File: config.mk
export PLATFORM = sky130hd
export DESIGN_NAME = button_debounce_multi_press_top
export DESIGN_NICKNAME = d
export VERILOG_FILES = /design/src/btn_dbnc_pkg.sv /design/src/button_debounce_multi_press_top.sv
export SDC_FILE = /design/constraint.sdc
export NUM_CORES = 1
export LEC_CHECK = 0
export BUFFER_PORTS_ARGS = -buffer_cell sky130_fd_sc_hd__buf_4
export CAP_MARGIN = 20
export CORE_ASPECT_RATIO = 1.75
export CORE_MARGIN = 2
export CORE_UTILIZATION = 40
export DETAILED_ROUTE_END_ITERATION = 7
export SYNTH_ARGS = -nofsm -noshare
export SYNTH_HDL_FRONTEND = slang
export SYNTH_SLANG_ARGS = --single-unit
export TNS_END_PERCENT = 50
File: constraint.sdc
create_clock -name clk -period 5.5 [get_ports clk]
set_input_delay 1.65 -clock clk [delete_from_list [all_inputs] [get_ports clk]]
set_output_delay 1.65 -clock clk [all_outputs]
set_load 0.1 [all_outputs]
File: src/btn_dbnc_pkg.sv
// Shared constants and types for the debounced button with press-burst counting.
// No dependencies; imported by the top level and the port checker.
`timescale 1ns / 1ps
`default_nettype none

package btn_dbnc_pkg;

    localparam int TIME_W    = 32;
    localparam int CFG_W     = 16;
    localparam int TALLY_W   = 8;
    localparam int CFG_IDX_W = 2;
    localparam int IN_W      = 72;   // 65 payload bits padded to whole bytes
    localparam int OUT_W     = 48;   // 45 payload bits padded to whole bytes

    localparam logic [CFG_IDX_W-1:0] REG_DEBOUNCE = 2'd0;
    localparam logic [CFG_IDX_W-1:0] REG_WINDOW   = 2'd1;
    localparam logic [CFG_IDX_W-1:0] REG_INVERT   = 2'd2;

    localparam logic [CFG_W-1:0]   DEBOUNCE_RST = 16'd25;
    localparam logic [CFG_W-1:0]   WINDOW_RST   = 16'd500;
    localparam logic [TALLY_W-1:0] TALLY_MAX    = 8'd255;

    typedef struct packed {
        logic [TIME_W-1:0]  last_change_ms;
        logic [TALLY_W-1:0] burst_count;
        logic               idle_long;
        logic               held_long;
        logic               release_edge;
        logic               press_edge;
        logic               is_pressed;
    } result_t;

endpackage

`default_nettype wire

File: src/button_debounce_multi_press_top.sv
// Top level of the debounced button with press-burst counting.
// Depends on btn_dbnc_pkg (widths, register indexes, result layout).
`timescale 1ns / 1ps
`default_nettype none

// Debounced push button with multi-press burst counting. Each input word is one
// pin sample with its millisecond timestamp and a hold threshold; each sample
// gives exactly one result word. The pin level is optionally inverted, and a new
// level is taken only once debounce_ms has passed since the last accepted change
// (all time differences wrap modulo 2^32). Each rising debounced state counts one
// press (saturating at 255); once more than multi_press_window_ms has passed since
// the last change, the count is reported in burst_count and cleared.
// Timing: a sample is captured in an input register, then processed by combinational
// logic (one 32-bit subtract, a few 32-bit compares and the tally increment) into
// the result register; one word is accepted every clock unless m_axis_tready holds
// back a waiting result. The state update for a sample lands in the same edge as its
// result, so the next sample always sees it. Configuration writes are accepted every
// cycle; write only while idle.
module button_debounce_multi_press_top
    import btn_dbnc_pkg::*;
(
    input  wire logic                 clk,
    input  wire logic                 rst_n,
    // configuration write channel
    input  wire logic                 cfg_valid,
    output logic                      cfg_ready,
    input  wire logic [CFG_IDX_W-1:0] cfg_index,
    input  wire logic [CFG_W-1:0]     cfg_data,
    // sample input: [31:0] now_ms, [32] raw_level, [64:33] hold_threshold_ms, rest zero
    input  wire logic                 s_axis_tvalid,
    output logic                      s_axis_tready,
    input  wire logic [IN_W-1:0]      s_axis_tdata,
    // result output: [0] is_pressed, [1] press_edge, [2] release_edge, [3] held_long,
    // [4] idle_long, [12:5] burst_count, [44:13] last_change_ms, rest zero
    output logic                      m_axis_tvalid,
    input  wire logic                 m_axis_tready,
    output logic [OUT_W-1:0]          m_axis_tdata
);

    // configuration registers
    logic [CFG_W-1:0] debounce_reg;
    logic [CFG_W-1:0] window_reg;
    logic             invert_reg;

    // input stage
    logic              in_valid_reg;
    logic [TIME_W-1:0] now_reg;
    logic              level_reg;
    logic [TIME_W-1:0] hold_reg;

    // button state
    logic               state_reg, state_next;
    logic [TIME_W-1:0]  change_reg, change_next;
    logic               latched_reg, latched_next;
    logic [TALLY_W-1:0] tally_reg, tally_next;

    // result stage
    logic    out_valid_reg;
    result_t result_reg, result_next;

    logic              advance;
    logic              level;
    logic [TIME_W-1:0] elapsed;
    logic [TIME_W-1:0] since;
    logic              accept;
    logic              changed;
    logic              burst_end;
    logic [TALLY_W-1:0] tally_inc;

    // Advance the compute stage whenever the result slot is free or being taken.
    assign advance       = !out_valid_reg || m_axis_tready;
    assign s_axis_tready = !in_valid_reg || advance;
    assign cfg_ready     = 1'b1;

    always_ff @(posedge clk or negedge rst_n)
    begin
        if (!rst_n)
        begin
            debounce_reg <= DEBOUNCE_RST;
            window_reg   <= WINDOW_RST;
            invert_reg   <= 1'b1;
        end
        else if (cfg_valid)
        begin
            case (cfg_index)
                REG_DEBOUNCE: debounce_reg <= cfg_data;
                REG_WINDOW:   window_reg   <= cfg_data;
                REG_INVERT:   invert_reg   <= cfg_data[0];
                default:      ; // drop writes to unused indexes
            endcase
        end
    end

    // Input register: hold the sample until the compute stage takes it.
    always_ff @(posedge clk or negedge rst_n)
    begin
        if (!rst_n)
        begin
            in_valid_reg <= 1'b0;
        end
        else if (s_axis_tready)
        begin
            in_valid_reg <= s_axis_tvalid;
        end
    end

    always_ff @(posedge clk)
    begin
        if (s_axis_tready && s_axis_tvalid)
        begin
            now_reg   <= s_axis_tdata[31:0];
            level_reg <= s_axis_tdata[32];
            hold_reg  <= s_axis_tdata[64:33];
        end
    end

    // Per-sample logic: debounce, press tally, burst end, hold flags.
    always_comb
    begin
        level   = level_reg ^ invert_reg;
        elapsed = now_reg - change_reg;
        accept  = elapsed >= {{(TIME_W-CFG_W){1'b0}}, debounce_reg};
        changed = accept && (level != state_reg);

        state_next  = accept ? level : state_reg;
        change_next = changed ? now_reg : change_reg;
        // a fresh change restarts the elapsed time at zero
        since       = changed ? '0 : elapsed;

        tally_inc    = tally_reg;
        latched_next = latched_reg;
        if (state_next)
        begin
            if (!latched_reg)
            begin
                if (tally_reg != TALLY_MAX)
                begin
                    tally_inc = tally_reg + 1'b1;
                end
                latched_next = 1'b1;
            end
        end
        else
        begin
            latched_next = 1'b0;
        end

        burst_end  = since > {{(TIME_W-CFG_W){1'b0}}, window_reg};
        tally_next = burst_end ? '0 : tally_inc;

        result_next.is_pressed     = state_next;
        result_next.press_edge     = state_next && changed;
        result_next.release_edge   = !state_next && changed;
        result_next.held_long      = state_next && (since >= hold_reg);
        result_next.idle_long      = !state_next && (since >= hold_reg);
        result_next.burst_count    = burst_end ? tally_inc : '0;
        result_next.last_change_ms = change_next;
    end

    always_ff @(posedge clk or negedge rst_n)
    begin
        if (!rst_n)
        begin
            state_reg     <= 1'b0;
            change_reg    <= '0;
            latched_reg   <= 1'b0;
            tally_reg     <= '0;
            out_valid_reg <= 1'b0;
        end
        else if (advance)
        begin
            out_valid_reg <= in_valid_reg;
            if (in_valid_reg)
            begin
                state_reg   <= state_next;
                change_reg  <= change_next;
                latched_reg <= latched_next;
                tally_reg   <= tally_next;
            end
        end
    end

    always_ff @(posedge clk)
    begin
        if (advance && in_valid_reg)
        begin
            result_reg <= result_next;
        end
    end

    assign m_axis_tvalid = out_valid_reg;
    assign m_axis_tdata  = {{(OUT_W-$bits(result_t)){1'b0}}, result_reg};

endmodule

`default_nettype wire

== Word-level counts from Yosys, hierarchy flattened ==
Index checks and enable logic that the tools add are counted.

* Register bits: 187
* Output and inout port bits: 51
* Word-level logic and storage cells: 54

* $add $sub $neg: 2
* Magnitude comparators: 3
* Eq/ne operators: 4
* Multiplexer cells: 8
* Bitwise operators: 1
* Reductions and logical operators: 17

{| class="wikitable"
|+ Operators with widths
! operator !! count
|-
| $mux W32 || 2
|-
| $ge A32 B16 Y1 || 1
|-
| $ge A32 B32 Y1 || 1
|-
| $gt A32 B16 Y1 || 1
|-
| $mux W8 || 4
|-
| $sub A32 B32 Y32 || 1
|-
| $add A8 B1 Y8 const B || 1
|-
| $ne A8 B8 Y1 const B || 1
|-
| $reduce_and A2 Y1 || 4
|-
| $logic_and A1 B1 Y1 || 7
|-
| $logic_not A1 Y1 || 3
|-
| $eq A2 B1 Y1 const B || 1
|-
| $eq A2 B2 Y1 const B || 1
|-
| $logic_not A2 Y1 || 1
|-
| $logic_or A1 B1 Y1 || 2
|-
| $mux W1 || 2
|-
| $ne A1 B1 Y1 || 1
|-
| $xor A1 B1 Y1 || 1
|}

== Longest topological paths before layout ==
* Depth after elaboration: 6
* Depth in mapped cells: 34

== Worst setup path after synthesis ==
Ideal clock, no wire load.

* Kind: register -> register
* Start: reg now_reg[0]
* End: reg result_reg (netlist bit m_axis_tdata[10]) (data pin)
* Setup time: 255 ps
* Arrival: 5,446 ps
* Slack: -201 ps
* Stages on the path, launching flop included: 33
* Path buffers: 4
* Cells stage by stage: edfxtp_1 > inv_1 > ha_1 > inv_1 > fa_1 > a211oi_2 > o21ai_1 > nor2b_1 > nor2b_1 > o21ai_0 > xor2_1 > ha_1 > a21o_1 > a21oi_1 > o21ai_0 > nor3_1 > and4_1 > a31o_2 > buf_6 > buf_6 > clkbuf_1 > and2_1 > ha_1 > a21o_1 > a21o_1 > a21oi_1 > o21ai_0 > a211oi_1 > o31ai_1 > a21oi_2 > o21bai_4 > buf_6 > and2_1

* Word-level cells in the longest chain between the ends: 5
* Elaborated cells on any way between the ends: 7

{| class="wikitable"
|+ RTL lines
! item !! RTL line !! RTL
|-
| start, declared || button_debounce_multi_press_top.sv:47 || <nowiki>logic [TIME_W-1:0] now_reg;</nowiki>
|-
| start signal, assigned || button_debounce_multi_press_top.sv:111 || <nowiki>now_reg <= s_axis_tdata[31:0];</nowiki>
|-
| $sub A32 B32 Y32 * || button_debounce_multi_press_top.sv:121 || <nowiki>elapsed = now_reg - change_reg;</nowiki>
|-
| $ge A32 B16 Y1 || button_debounce_multi_press_top.sv:122 || <nowiki>accept = elapsed >= {{(TIME_W-CFG_W){1'b0}}, debounce_reg};</nowiki>
|-
| $logic_and A1 B1 Y1 || button_debounce_multi_press_top.sv:123 || <nowiki>changed = accept && (level != state_reg);</nowiki>
|-
| $mux W32 || button_debounce_multi_press_top.sv:128 || <nowiki>since = changed ? '0 : elapsed;</nowiki>
|-
| $gt A32 B16 Y1 || button_debounce_multi_press_top.sv:148 || <nowiki>burst_end = since > {{(TIME_W-CFG_W){1'b0}}, window_reg};</nowiki>
|-
| end signal, assigned || button_debounce_multi_press_top.sv:187 || <nowiki>result_reg <= result_next;</nowiki>
|-
| end, declared || button_debounce_multi_press_top.sv:59 || <nowiki>result_t result_reg, result_next;</nowiki>
|}

Mark *: on every way between the ends. The rest lies on a longest branch, timed or not.
A chain may end at the register's enable or synchronous reset.

== Worst setup path in the final report ==
* Start: reg now_reg[0]
* End: reg result_reg (netlist bit m_axis_tdata[5]) (data pin)

Same word-level chain as after synthesis.

==> qor.yml <==
grt_pass1_vias: 8946
comb_power_share_pct: 60.0
htree_num_levels: 4
die_h_um: 222
grt_use_total_pct: 20.5
core_area_sq_um: 26700
max_stage_delay_ps: 380
violations: "setup timing"
placed_cells: 1571
cts_buffers: 17
vias: 8506
drc: 0
intPower_mw: 4.61
die-width_um: 129
wl_per_cell_um: 17.4
hold_viol: 0
syn_area_sq_um: 10900
setup_viol: 17
hold_path.class: "flip-flop to flip-flop"
synth_warnings: 0
leakage_nw: 6.31
synth_edf_count: 110
clock_path_buffers: 2
clkLatencyLatePin_ps: 460
fin_worst_skew_ps: 11.5
gp_congestion: 0.867
clockPowerShare_pct: 15.8
syn_inst: 1026
post-dp-hpwl_um: 21400
maxSlewHeadroom_pct: 33.6
cp_data_arrival_time_ps: 5840
finalCritPeriodShare_pct: 102
power_mw: 7.96
placed_cell_area_sq_um: 13000
finalWirelength_um: 28200
dr.pass1.iters: 5
worstPathMaxFanout: 7
seqPwrFrac_pct: 24.2
cts-root-buf: "clkbuf_16"
antenna_found_initial: 0
fmax_mhz: 178
ir_worst_vdd_mv: 0.302
status: "finished with violations"
rsz0062_at_grt: "true"
start_util_pct: 40.8
tns_ps: -1300
postLayoutCellArea_sq_um: 14000
io_buffers: 134
fp.dieArea_sq_um: 28600
cts_tree: "built"
startpoint_type: "flip-flop"
layout_setup_ws_ps: -122
finalMaxSlewViolations: 0
critical_path_class: "flip-flop to flip-flop"
area_growth_pct: 28.3
io_pins: 146
cellPowerDensity_nw_per_um2: 570
first_iter_violations: 384
fillers: 2413
cp.required_ps: 5720
ys_async_sr_fraction_pct: 40.9
layoutNonFillerInstCount: 1616
grt_remaining_overflow: 0
synthFlopType: "edfxtp_1"
drive_gt1_share_pct: 32.0
period_minus_slack_ps: 5620
switching_share_pct: 42.1
largest_register_ff_count: 45
viasPerCell: 5.26
row_count: 79
syn_avg_cell_area_sq_um: 10.6
clkTransAtPathRegs_ps: 70
drv_cap: 0
hold_buffers: 0
cp_slowest_cell: "edfxtp_1"
ant_nets: 0
final_core_util_pct: 52.4
nNetsFinal: 1469
yosysSeqAreaShare_pct: 47.9
ys_ff_latch: 186
end_kind: "flip-flop"
worstMarginPinSlew_ps: 989
ys_types: 70
clock_sinks: 186
cp_common_cell: "o21ai_1"
power.switching_mw: 3.35
antennaDiodeCount: 0
grt_start_max_net_pins: 97
grt_pass1_wl_um: 44700
## power groups by stage
stage          Sequential [mW]  Clock (mW)  Combinational, mW
6_report                  1.92        1.26               4.78
5_1_grt                   1.95        1.34               5.25
4_1_cts                   1.92        1.29               4.74
3_5_place_dp              1.95           0               4.43
3_3_place_gp              1.94           0               4.37
2_1_floorplan             2.44           0               2.37
## logic make-up after synthesis
| family | count (synthesis) | synth area share [%] |
|---|---|---|
| fa+ha+maj | 96 | 11.1 |
| buf+inv | 141 | 5.43 |
| flops | 186 | 47.9 |
| mux | 53 | 5.44 |
| other cells | 2 | 0.0689 |
| xor+xnor | 32 | 2.57 |
| simple gates | 268 | 12.8 |
| compound gates | 248 | 14.7 |
## worst paths after layout
| check | startpoint | end | slack [ps] | cells after the start |
|---|---|---|---|---|
| worst max-delay path | now_reg[0] | m_axis_tdata[5] | -120 | 32 |
| worst min-delay path | in_valid_reg | m_axis_tvalid | 490 | 1 |
| worst min register to register | in_valid_reg | m_axis_tvalid | 490 | 1 |
| min in group asynchronous | rst_n | change_reg[9] | 1220 | 1 |
| worst max register to register | now_reg[0] | m_axis_tdata[5] | -120 | 32 |
| max in group asynchronous | rst_n | window_reg[7] | 3330 | 2 |
## final cells by class
type | count | area [sq um] | area share, %
Clock buffer | 21 | 450 | 3.22
Clock inverter | 11 | 145 | 1.04
Inverter | 108 | 408 | 2.92
Multi-Input combinational cell | 703 | 5340 | 38.2
Sequential cell | 186 | 5220 | 37.3
Tap cell | 324 | 405 | 2.90
Timing Repair Buffer | 263 | 2010 | 14.4
## cell usage in the layout (no fill, tap or decap), types with 11 or more instances in the layout
cell type  count
a21oi_1       51
edfxtp_1     110
a21o_1        28
buf_4        259
inv_1        104
dfrtp_1       66
clkbuf_16     17
nor2_1        30
nor2b_1       11
o21ai_0       66
ha_1          90
nand2_1       89
xnor2_1       17
nand4_1       23
xor2_1        14
and3_1        13
mux2_2        50
o21ai_1       15
nand3_1       19
and2_1        23
nand2b_1      11
## synthesized netlist by cell type (4+ instances only)
cell / count / share of area, %
nor3_1: 9 / 0.41
nand2b_1: 11 / 0.63
a21o_1: 28 / 1.9
a31oi_1: 8 / 0.46
o211ai_1: 4 / 0.28
a21oi_1: 56 / 2.6
o21ai_1: 10 / 0.46
dfstp_2: 10 / 2.4
o221ai_1: 4 / 0.32
buf_6: 5 / 0.52
nand2_1: 89 / 3.1
clkbuf_1: 13 / 0.45
o21a_1: 7 / 0.48
nor2b_1: 11 / 0.63
edfxtp_1: 110 / 30
o31ai_1: 7 / 0.48
mux2_2: 50 / 5.2
a311oi_1: 4 / 0.32
a221oi_1: 4 / 0.32
and4_1: 5 / 0.40
buf_4: 4 / 0.28
ha_1: 94 / 11
inv_1: 108 / 3.7
nand3_1: 22 / 1.0
a211oi_1: 6 / 0.41
dfrtp_1: 66 / 15
buf_2: 8 / 0.37
nand4_1: 23 / 1.3
xor2_1: 14 / 1.1
xnor2_1: 18 / 1.4
o21ai_0: 73 / 3.4
nor2_1: 32 / 1.1
and3_1: 13 / 0.75
nor4_1: 4 / 0.23
a21oi_2: 4 / 0.32
and2_1: 33 / 1.9
## timing repair
item,4_1_cts,5_1_grt
hold endpoints to repair,0,0
buffers inserted,10,0
pin swaps,25,17
endpoints found under the setup margin,18,18
cloned,2,0
resized for setup,37,15
## worst max-delay path, delay by kind of cell, from the launching register on
| kind | cells | cell delay, ps |
|---|---|---|
| buf+inv | 5 | 600 |
| fa+ha+maj | 4 | 1020 |
| xor+xnor | 1 | 230 |
| compound gates | 13 | 1770 |
| flops | 1 | 380 |
| simple gates | 9 | 1380 |
## metrics by stage
stage	hold slack, ps	setup WS, ps
after global placement	473	-503
after floorplan	457	2.55
final	493	-122
after global routing	516	-411
after CTS	498	-193
after detailed placement	491	-553
## metal layers
layer / wire length, um / track usage, % / share of wire (%)
met5: 0 / 0 / 0
met2: 15500 / 38.1 / 55
met1: 10500 / 21.6 / 37
met4: 1250 / 10.6 / 4.4
met3: 866 / 3.35 / 3.1
Note: power is estimated with default switching activity, not from simulation.
